===== src/design/dve_pkg.sv =====
package dve_pkg;

    localparam int SAMPLE_W   = 32;
    localparam int SHORT_W    = 16;
    localparam int BYTE_W     = 8;
    localparam int ADDR_W     = 3;
    localparam int APB_DATA_W = 32;
    localparam int FIFO_DEPTH = 2;
    localparam int PTR_W      = $clog2(FIFO_DEPTH);
    localparam int CNT_W      = $clog2(FIFO_DEPTH + 1);

    // register index taken from paddr[2]
    localparam logic REG_SHORT_MODE = 1'b0;

    localparam logic [SAMPLE_W-1:0] MASK_LONG  = 32'hffff_ffff;
    localparam logic [SAMPLE_W-1:0] MASK_SHORT = 32'h0000_ffff;
    localparam logic [SAMPLE_W-1:0] MIN_LONG   = 32'h8000_0000;
    localparam logic [SAMPLE_W-1:0] MIN_SHORT  = 32'h0000_8000;

    typedef struct packed {
        logic                short_mode;
        logic [SAMPLE_W-1:0] diff;
    } t_diff_item;

    // queue push handshake, front to queue
    typedef struct packed {
        logic       vld;
        t_diff_item item;
    } t_q_push;

endpackage


===== src/design/dve_front.sv =====
module dve_front (
    input  logic                            i_clk,
    input  logic                            i_rst_n,
    input  logic                            i_short_mode,
    input  logic                            s_axis_tvalid,
    output logic                            s_axis_tready,
    input  logic [dve_pkg::SAMPLE_W-1:0]    s_axis_tdata,   // [31:0] sample
    input  logic                            s_axis_tuser,   // [0] block_start
    input  logic                            i_q_full,
    output dve_pkg::t_q_push                o_push
);
    import dve_pkg::*;

    logic [SAMPLE_W-1:0] r_prev;
    logic [SAMPLE_W-1:0] n_prev;
    logic [SAMPLE_W-1:0] w_cur;
    logic [SAMPLE_W-1:0] w_base;
    logic [SAMPLE_W-1:0] w_mask;
    logic                w_take;

    assign s_axis_tready = !i_q_full;
    assign w_take        = s_axis_tvalid && !i_q_full;

    always_comb begin
        if (i_short_mode) begin
            w_cur  = {{(SAMPLE_W-SHORT_W){s_axis_tdata[SHORT_W-1]}},
                      s_axis_tdata[SHORT_W-1:0]};
            w_mask = MASK_SHORT;
        end else begin
            w_cur  = s_axis_tdata;
            w_mask = MASK_LONG;
        end
        w_base = s_axis_tuser ? '0 : r_prev;
        n_prev = w_take ? w_cur : r_prev;
        o_push.vld             = w_take;
        o_push.item.short_mode = i_short_mode;
        o_push.item.diff       = (w_cur - w_base) & w_mask;
    end

    always_ff @(posedge i_clk) begin
        if (!i_rst_n) begin
            r_prev <= '0;
        end else begin
            r_prev <= n_prev;
        end
    end

endmodule


===== src/design/dve_fifo.sv =====
module dve_fifo (
    input  logic                i_clk,
    input  logic                i_rst_n,
    input  dve_pkg::t_q_push    i_push,
    output logic                o_full,
    output logic                o_vld,
    output dve_pkg::t_diff_item o_item,
    input  logic                i_pop
);
    import dve_pkg::*;

    t_diff_item       r_mem [FIFO_DEPTH];
    logic [PTR_W-1:0] r_wr_ptr;
    logic [PTR_W-1:0] r_rd_ptr;
    logic [CNT_W-1:0] r_count;
    logic             w_wr;
    logic             w_rd;

    assign o_full = (r_count == CNT_W'(FIFO_DEPTH));
    assign o_vld  = (r_count != '0);
    assign o_item = r_mem[r_rd_ptr];
    assign w_wr   = i_push.vld && !o_full;
    assign w_rd   = i_pop && o_vld;

    always_ff @(posedge i_clk) begin
        if (w_wr) begin
            r_mem[r_wr_ptr] <= i_push.item;
        end
    end

    always_ff @(posedge i_clk) begin
        if (!i_rst_n) begin
            r_wr_ptr <= '0;
            r_rd_ptr <= '0;
            r_count  <= '0;
        end else begin
            if (w_wr) begin
                r_wr_ptr <= r_wr_ptr + PTR_W'(1);
            end
            if (w_rd) begin
                r_rd_ptr <= r_rd_ptr + PTR_W'(1);
            end
            if (w_wr && !w_rd) begin
                r_count <= r_count + CNT_W'(1);
            end else if (w_rd && !w_wr) begin
                r_count <= r_count - CNT_W'(1);
            end
        end
    end

    a_no_push_full: assert property (@(posedge i_clk) disable iff (!i_rst_n)
        i_push.vld |-> !o_full)
        else $error("push into full queue");

    a_count_range: assert property (@(posedge i_clk) disable iff (!i_rst_n)
        r_count <= CNT_W'(FIFO_DEPTH))
        else $error("queue count out of range");

endmodule


===== src/design/dve_back.sv =====
module dve_back (
    input  logic                        i_clk,
    input  logic                        i_rst_n,
    input  logic                        i_q_vld,
    input  dve_pkg::t_diff_item         i_q_item,
    output logic                        o_q_pop,
    output logic                        m_axis_tvalid,
    input  logic                        m_axis_tready,
    output logic [dve_pkg::BYTE_W-1:0]  m_axis_tdata,   // [7:0] code_byte
    output logic                        m_axis_tlast,   // last_of_sample
    output logic                        m_axis_tuser    // [0] clip_error
);
    import dve_pkg::*;

    logic                r_busy;
    logic [SAMPLE_W-1:0] r_rem;
    logic                r_sign;
    logic                r_clip;
    logic                r_first;
    logic                r_out_vld;
    logic [BYTE_W-1:0]   r_out_byte;
    logic                r_out_last;
    logic                r_out_err;

    logic                w_emit;
    logic                w_load;
    logic                w_cont;
    logic                w_last;
    logic [BYTE_W-1:0]   w_byte;
    logic [SAMPLE_W-1:0] w_shift;
    logic [SAMPLE_W-1:0] w_mask;
    logic                w_hsign;
    logic                w_hclip;
    logic [SAMPLE_W-1:0] w_hmag;

    // decode the queue head
    always_comb begin
        if (i_q_item.short_mode) begin
            w_mask  = MASK_SHORT;
            w_hsign = i_q_item.diff[SHORT_W-1];
            w_hclip = (i_q_item.diff == MIN_SHORT);
        end else begin
            w_mask  = MASK_LONG;
            w_hsign = i_q_item.diff[SAMPLE_W-1];
            w_hclip = (i_q_item.diff == MIN_LONG);
        end
        w_hmag = w_hsign ? ((SAMPLE_W'(0) - i_q_item.diff) & w_mask) : i_q_item.diff;
    end

    // byte formatter
    always_comb begin
        if (r_clip) begin
            w_cont  = 1'b0;
            w_byte  = '0;
            w_shift = '0;
        end else if (r_first) begin
            w_cont  = |r_rem[SAMPLE_W-1:6];
            w_byte  = {w_cont, r_rem[5:0], r_sign};
            w_shift = r_rem >> 6;
        end else begin
            w_cont  = |r_rem[SAMPLE_W-1:7];
            w_byte  = {w_cont, r_rem[6:0]};
            w_shift = r_rem >> 7;
        end
        w_last = !w_cont;
    end

    assign w_emit  = r_busy && (!r_out_vld || m_axis_tready);
    assign w_load  = i_q_vld && (!r_busy || (w_emit && w_last));
    assign o_q_pop = w_load;

    always_ff @(posedge i_clk) begin
        if (!i_rst_n) begin
            r_busy    <= 1'b0;
            r_out_vld <= 1'b0;
        end else begin
            if (w_load) begin
                r_busy <= 1'b1;
            end else if (w_emit && w_last) begin
                r_busy <= 1'b0;
            end
            if (w_emit) begin
                r_out_vld <= 1'b1;
            end else if (m_axis_tready) begin
                r_out_vld <= 1'b0;
            end
        end
    end

    always_ff @(posedge i_clk) begin
        if (w_load) begin
            r_rem   <= w_hmag;
            r_sign  <= w_hsign;
            r_clip  <= w_hclip;
            r_first <= 1'b1;
        end else if (w_emit) begin
            r_rem   <= w_shift;
            r_first <= 1'b0;
        end
        if (w_emit) begin
            r_out_byte <= w_byte;
            r_out_last <= w_last;
            r_out_err  <= r_clip;
        end
    end

    assign m_axis_tvalid = r_out_vld;
    assign m_axis_tdata  = r_out_byte;
    assign m_axis_tlast  = r_out_last;
    assign m_axis_tuser  = r_out_err;

    a_clip_single: assert property (@(posedge i_clk) disable iff (!i_rst_n)
        (m_axis_tvalid && m_axis_tuser) |-> (m_axis_tlast && m_axis_tdata == '0))
        else $error("clip word not a lone zero word");

    a_pop_when_free: assert property (@(posedge i_clk) disable iff (!i_rst_n)
        (o_q_pop && r_busy) |-> (w_emit && w_last))
        else $error("queue popped while a sample is still being sent");

endmodule


===== src/design/delta_varint_encoder_core.sv =====
// channel   | dir | handshake                | payload
// s_axis    | in  | s_axis_tvalid/tready     | tdata[31:0] sample, tuser block_start
// m_axis    | out | m_axis_tvalid/tready     | tdata[7:0] code_byte, tlast, tuser clip_error
// apb       | in  | psel/penable/pready      | paddr 0: short_sample_mode
//
// One sample yields 1 to 5 words; the back end sends one word per cycle while m_axis_tready is high.
// The front end differences a sample in the cycle it is taken and parks
// it in a two-entry queue; it stalls only when the queue is full.
// Reset clears the previous sample and short_sample_mode, empties the queue.
module delta_varint_encoder_core (
    input  logic                                i_clk,
    input  logic                                i_rst_n,
    input  logic                                s_axis_tvalid,
    output logic                                s_axis_tready,
    input  logic [dve_pkg::SAMPLE_W-1:0]        s_axis_tdata,   // [31:0] sample
    input  logic                                s_axis_tuser,   // [0] block_start
    output logic                                m_axis_tvalid,
    input  logic                                m_axis_tready,
    output logic [dve_pkg::BYTE_W-1:0]          m_axis_tdata,   // [7:0] code_byte
    output logic                                m_axis_tlast,
    output logic                                m_axis_tuser,   // [0] clip_error
    input  logic                                psel,
    input  logic                                penable,
    input  logic                                pwrite,
    input  logic [dve_pkg::ADDR_W-1:0]          paddr,
    input  logic [dve_pkg::APB_DATA_W-1:0]      pwdata,
    output logic [dve_pkg::APB_DATA_W-1:0]      prdata,
    output logic                                pready
);
    import dve_pkg::*;

    logic       r_short_mode;
    logic       w_cfg_wr;
    t_q_push    w_push;
    logic       w_q_full;
    logic       w_q_vld;
    t_diff_item w_q_item;
    logic       w_q_pop;

    assign pready   = 1'b1;
    assign w_cfg_wr = psel && penable && pwrite && pready
                      && (paddr[2] == REG_SHORT_MODE);
    assign prdata   = (paddr[2] == REG_SHORT_MODE)
                      ? {{(APB_DATA_W-1){1'b0}}, r_short_mode} : '0;

    always_ff @(posedge i_clk) begin
        if (!i_rst_n) begin
            r_short_mode <= 1'b0;
        end else if (w_cfg_wr) begin
            r_short_mode <= pwdata[0];
        end
    end

    dve_front u_front (
        .i_clk         (i_clk),
        .i_rst_n       (i_rst_n),
        .i_short_mode  (r_short_mode),
        .s_axis_tvalid (s_axis_tvalid),
        .s_axis_tready (s_axis_tready),
        .s_axis_tdata  (s_axis_tdata),
        .s_axis_tuser  (s_axis_tuser),
        .i_q_full      (w_q_full),
        .o_push        (w_push)
    );

    dve_fifo u_fifo (
        .i_clk   (i_clk),
        .i_rst_n (i_rst_n),
        .i_push  (w_push),
        .o_full  (w_q_full),
        .o_vld   (w_q_vld),
        .o_item  (w_q_item),
        .i_pop   (w_q_pop)
    );

    dve_back u_back (
        .i_clk         (i_clk),
        .i_rst_n       (i_rst_n),
        .i_q_vld       (w_q_vld),
        .i_q_item      (w_q_item),
        .o_q_pop       (w_q_pop),
        .m_axis_tvalid (m_axis_tvalid),
        .m_axis_tready (m_axis_tready),
        .m_axis_tdata  (m_axis_tdata),
        .m_axis_tlast  (m_axis_tlast),
        .m_axis_tuser  (m_axis_tuser)
    );

endmodule

===== config.mk =====
export PLATFORM = sky130hd
export DESIGN_NAME = delta_varint_encoder_core
export DESIGN_NICKNAME = d
export VERILOG_FILES = /design/src/design/dve_pkg.sv /design/src/design/dve_front.sv /design/src/design/dve_fifo.sv /design/src/design/dve_back.sv /design/src/design/delta_varint_encoder_core.sv
export SDC_FILE = /design/constraint.sdc
export NUM_CORES = 1
export LEC_CHECK = 0
export BUFFER_PORTS_ARGS = -buffer_cell sky130_fd_sc_hd__clkbuf_2
export CAP_MARGIN = 10
export CORE_MARGIN = 8
export CORE_UTILIZATION = 30
export CTS_BUF_LIST = sky130_fd_sc_hd__clkbuf_16
export DETAILED_ROUTE_END_ITERATION = 10
export GPL_ROUTABILITY_DRIVEN = 0
export PLACE_DENSITY = 0.44
export REMOVE_ABC_BUFFERS = 1
export SETUP_SLACK_MARGIN = 0.02
export SYNTH_ARGS = -nofsm -noshare
export SYNTH_HDL_FRONTEND = slang
export SYNTH_SLANG_ARGS = --single-unit

===== constraint.sdc =====
create_clock -name i_clk -period 7.7 [get_ports i_clk]
set_input_delay 1.54 -clock i_clk [delete_from_list [all_inputs] [get_ports i_clk]]
set_output_delay 1.54 -clock i_clk [all_outputs]
set_load 0.01 [all_outputs]

== After elaboration in Yosys (flattened, before gate mapping) ==
Memories as Yosys holds them, arrays and structs flattened. A register that Yosys moved wholly into a read port is not among the register bits.
Cells that the tools add are included.

* Register bits after elaboration: 84
* Memories: 1
* RAM bits: 66
* Logic and storage cells: 78

{| class="wikitable"
|+ Memory list
! name !! depth !! width !! rd ports !! clocked after memory_dff !! write ports !! RTL line !! text
|-
| u_fifo.r_mem || 2 || 33 || 1 || 1 || 1 || dve_fifo.sv:12 || <nowiki>t_diff_item r_mem [FIFO_DEPTH];</nowiki>
|}

* Bitwise operators: 3
* $add $sub $neg: 6
* Reductions and logical operators: 26
* Equality and inequality tests: 3
* Muxes and demuxes: 25

{| class="wikitable"
|+ Operator list
! cell !! number
|-
| $mux 32 || 8
|-
| $and 32x32->32 || 2
|-
| $eq 32x16->1 const B || 1
|-
| $eq 32x32->1 const B || 1
|-
| $sub 1x32->32 const A || 1
|-
| $sub 32x32->32 || 1
|-
| $mux 26 || 1
|-
| $reduce_or 26->1 || 1
|-
| $reduce_or 25->1 || 1
|-
| $mux 1 || 13
|-
| $logic_and 1x1->1 || 11
|-
| $reduce_bool 2->1 || 5
|-
| $mux 8 || 1
|-
| $logic_not 1->1 || 6
|-
| $mux 2 || 2
|-
| $add 1x1->1 const B || 2
|-
| $add 2x1->2 const B || 1
|-
| $eq 2x2->1 const B || 1
|-
| $logic_or 1x1->1 || 2
|-
| $sub 2x1->2 const B || 1
|-
| $not 1->1 || 1
|}

== Logic depth before layout (Yosys ltp) ==
* Word-level depth: 11
* Gate-level depth with buffers: 15

== Cells and area by module ==
A second synthesis with hierarchy kept.

* Cell total of the unflattened synthesis: 912
* Area, all modules: 9327.7 µm²

{| class="wikitable"
|+ Modules (own cells, without submodules)
! module !! instances !! seq. area each (µm²) !! area an instance (µm²) !! cells an instance
|-
| dve_front || 1 || 640.6 || 3464.6 || 469
|-
| dve_back || 1 || 1381.3 || 2937.8 || 275
|-
| dve_fifo || 1 || 2082.0 || 2610.0 || 128
|-
| delta_varint_encoder_core || 1 || 20.0 || 315.3 || 40
|}

== Least setup slack after synthesis ==
OpenSTA, ideal clock, no wires.

* Kind: input -> register
* From: in m_axis_tready
* To: reg u_back.r_rem[0] (enable)
* Path buffers: 0
* Setup slack: 3.132 ns
* Data required time: 7.234 ns
* Stages on the path: 3
* Setup time: 0.466 ns
* Arrival time: 4.103 ns
* Cell sequence: nand2b_1 > a21oi_1 > o21ai_0

* Word-level cells in the longest chain between the ends: 6

{| class="wikitable"
|+ Ends and longest elaborated chain
! what !! RTL line !! text
|-
| start: declaration || delta_varint_encoder_core.sv:18 || <nowiki>input logic m_axis_tready,</nowiki>
|-
| $logic_or 1x1->1 (*) || dve_back.sv:68 || <nowiki>assign w_emit = r_busy && (!r_out_vld || m_axis_tready);</nowiki>
|-
| $logic_and 1x1->1 (*) || dve_back.sv:68 ||
|-
| $logic_and 1x1->1 || dve_back.sv:69 || <nowiki>assign w_load = i_q_vld && (!r_busy || (w_emit && w_last));</nowiki>
|-
| $logic_or 1x1->1 || dve_back.sv:69 ||
|-
| $logic_and 1x1->1 || dve_back.sv:69 ||
|-
| $reduce_bool 2->1 (no line) (*) || - ||
|-
| end signal: assignment || dve_back.sv:92 || <nowiki>r_rem <= w_hmag;</nowiki>
|-
| end signal: assignment || dve_back.sv:97 || <nowiki>r_rem <= w_shift;</nowiki>
|-
| end: declaration || dve_back.sv:16 || <nowiki>logic [SAMPLE_W-1:0] r_rem;</nowiki>
|}

Every way passes the cells marked *; elsewhere a longest branch is shown, timed or not.
A chain may end at the register's enable or synchronous reset.

==> results.md <==
* Post-CTS Setup Bufs at 0
* Initial antenna violation count at 0
* Worst setup SP type: primary input
* Fmax at 216.6 MHz
* Area of the multi-input gates at 4687 sq um
* Final HPWL DP at 15060 microns
* Post-synth top area share at 0.3566
* Crit. End Element: register
* WL met1 at 10450 microns
* Worst R2R End: u_fifo.r_mem[1][31]
* Worst Setup SP: s_axis_tdata[15]
* CTS buffer count at 17
* DP Area at 9771 sq um
* Max incr delay on CP at 0.43 ns
* Post-Route WL at 20320 microns
* Final setup margin at 3.082 ns
* Syn Std Cell Area at 9264 sq um
* Clock buffer depth at 2
* Most frequent cells in the layout: edfxtp_1, nor2_1, nand2_1
* WHS at 0.4673 ns
* Ranking of synthesized cells by area: edfxtp_1, dfxtp_1, mux2i_1
* DRT Pass-1 Iters at 4
* Crit path required time at 7.85 ns
* # IOs at 120
* Vias per std cell at 4.688
* CP endpoint: u_fifo.r_mem[1][31]
* Antenna diodes at 0
* Async S/R FF share, synth at 0
* Cell count after synthesis at 938
* Die area at 36760 sq um
* Setup violations, final at 0
* Pwr Density at 302.7 nW/um^2
* Syn Area/Cell at 9.876 sq um
* CTS clk-pin slew, worst paths at 0.07 ns
* Routed Antenna Nets at 0
* Final min period at 4.618 ns
* H-tree levels at 4
* Final #Nets at 1082
* Fin area at 10340 sq um
* Via count at 6484
* Initial DRC count at 257
* Max Cap Viol at 0
* Sequential element share of the synthesized area at 0.4452
* Met3 Routed Length at 585 microns
* Total Neg Setup Slack at 0 ns
* Hold depth at 2
* Initial Utilization at 0.3036
* Die Wd at 191.7 microns
* Worst R2R Start: r_short_mode
* Share of cells above drive strength 1 at 0.1287
* Pre-CTS setup slack at 2.591 ns
* Commonest non-fill, non-tap cell in the layout: edfxtp_1
* Setup CP Type: primary input to register
* Area delta synth->final at 11.59%
* Fin. max-slew vios at 0
* Synth warnings at 0
* Static leakage at 3.954 nW
* Worst reg-to-reg path cell count at 11
* CTS root buffer: clkbuf_16
* Fill count at 3163
* Cell variety after synth at 69
* Post-synth EDFFs at 110
* Height of the die at 191.7 microns
* Largest net degree at the start of global routing at 66
* Worst Path Arrival at 4.77 ns
* Max VDD drop at 0.1519 mV
* Port bufs at 54
* Met2 WL post-DR at 9016 microns
* Setup Skew at 0.009362 ns
* RSZ-0062 raised after global routing: no
* Min-delay worst type: register to register
* Worst-Skew Late Latency at 0.43 ns
* Final routed DRC violation total at 0
* Worst-Margin Slew at 1.016 ns
* TritonCTS clock tree: done
* Core region area at 30510 sq um
* Outcome: completed
* Max-Slew Margin vs Limit at 0.3226
* Main synth FF type: edfxtp_1
* # resized after CTS at 0
* Gr usage total at 0.1136
* Slowest cell on the critical path: ha_1
* First-pass GRT wire length at 34080 microns
* # clock sinks at 151
* Routed wire per std cell at 14.69 microns
* Rows at 64
* R2r setup slk at 3.95 ns
* CTS Hold Bufs at 0
* Top layer in use: met4
* Tcrit/Tclk final at 0.5997
* Vias in the first global route at 6542
* Post-synthesis sequential element count at 151
* Hold Fails Final Rpt at 0
* FF/Latch Area at 4126 sq um
* GRT overflow at 0
* CP max FO at 16
* Worst-path cell chain: clkbuf_2 -> nand2_1 -> o21ai_0 -> ha_1 -> and2_1 -> a221o_1 -> a211oi_2 -> nand4_2 -> a2111oi_4 -> nor3_2 -> a21oi_2 -> mux2_1
* Area leader, netlist: edfxtp_1
==> critical path, delay by kind of cell <==
family,cells,cell delay (ns)
compound gates,5,1.42
buf+inv,1,0.10
fa+ha+maj,1,0.43
mux,1,0.40
simple gates,4,0.87
==> synthesized netlist by cell type (all sizes together), types with 11 or more instances <==
| master | instances |
|---|---|
| ha | 32 |
| nor2b | 11 |
| edfxtp | 110 |
| o22ai | 11 |
| mux2i | 65 |
| dfxtp | 41 |
| buf | 50 |
| nor2 | 97 |
| a21o | 19 |
| a21oi | 42 |
| inv | 33 |
| xor2 | 24 |
| nand3 | 17 |
| nand2 | 70 |
| o21ai | 48 |
| clkbuf | 26 |
| o31ai | 22 |
| nor3 | 17 |
| nor3b | 23 |
| nand2b | 37 |
| a21boi | 18 |
| xnor2 | 23 |
==> metrics by stage <==
stage | utilization | power [mW] | instances
floorplan | - | 2.067 | 892
global placement | 0.3203 | 2.353 | 1351
detailed placement | 0.3203 | 2.356 | 1351
CTS | 0.3388 | 3.181 | 1383
global route | 0.3388 | 3.357 | 1383
finish | 0.3388 | 3.129 | 1383
==> worst min path at each step <==
stage                                   from            endpoint  slack [ns]
final                     u_front.r_prev[10]  u_front.r_prev[10]        0.47
after floorplan            u_front.r_prev[0]   u_front.r_prev[0]        0.44
after global placement     u_front.r_prev[0]   u_front.r_prev[0]        0.46
after detailed placement   u_front.r_prev[0]   u_front.r_prev[0]        0.46
after global routing      u_front.r_prev[10]  u_front.r_prev[10]        0.49
after CTS                  u_front.r_prev[7]   u_front.r_prev[7]        0.47
==> per-layer routing <==
layer,up-vias,global-route usage
met5,-,0
met4,0,0.03730
met3,20,0.02179
met2,86,0.1791
met1,2975,0.1543
li1,3403,-
==> power by group <==
group	total [mW]	leakage [nW]	internal, mW	switching [mW]
logic	1.03	2.30	0.432	0.602
registers	1.28	1.39	1.13	0.149
clock network	0.812	0.267	0.452	0.360
total	3.13	3.95	2.02	1.11
==> registers in the layout, indices dropped and copies added, names as in the netlist, named ones only <==
signal,flops
r_short_mode,1
u_back.m_axis_tdata,8
u_back.m_axis_tlast,1
u_back.m_axis_tuser,1
u_back.m_axis_tvalid,1
u_back.r_busy,1
u_back.r_clip,1
u_back.r_first,1
u_back.r_rem,32
u_back.r_sign,1
u_fifo.r_count,2
u_fifo.r_mem,66
u_fifo.r_rd_ptr,1
u_fifo.r_wr_ptr,1
u_front.r_prev,32
==> final cells by class <==
type / count / area share
Tap cell: 396 / 0.04793
Clock inverter: 15 / 0.01368
Clock buffer: 17 / 0.04115
Inverter: 33 / 0.01198
Timing Repair Buffer: 63 / 0.03268
Sequential cell: 151 / 0.3992
Multi-Input combinational cell: 708 / 0.4534
==> kinds of logic (layout without fill, tap and decap cells) <==
| logic type | count (synthesis) | in the layout | synth area share |
|---|---|---|---|
| and+or+nand+nor | 325 | 325 | 0.1818 |
| DFF | 151 | 151 | 0.4452 |
| muxes | 71 | 71 | 0.07752 |
| xor gates and xnor gates | 47 | 47 | 0.04443 |
| buffers and inverters | 109 | 128 | 0.06199 |
| adders and majority gates | 33 | 33 | 0.04538 |
| other | 2 | 32 | 0.0008107 |
| AOI/OAI and AO/OA | 200 | 200 | 0.1429 |
No activity file was read; power rests on OpenSTA's default activity.
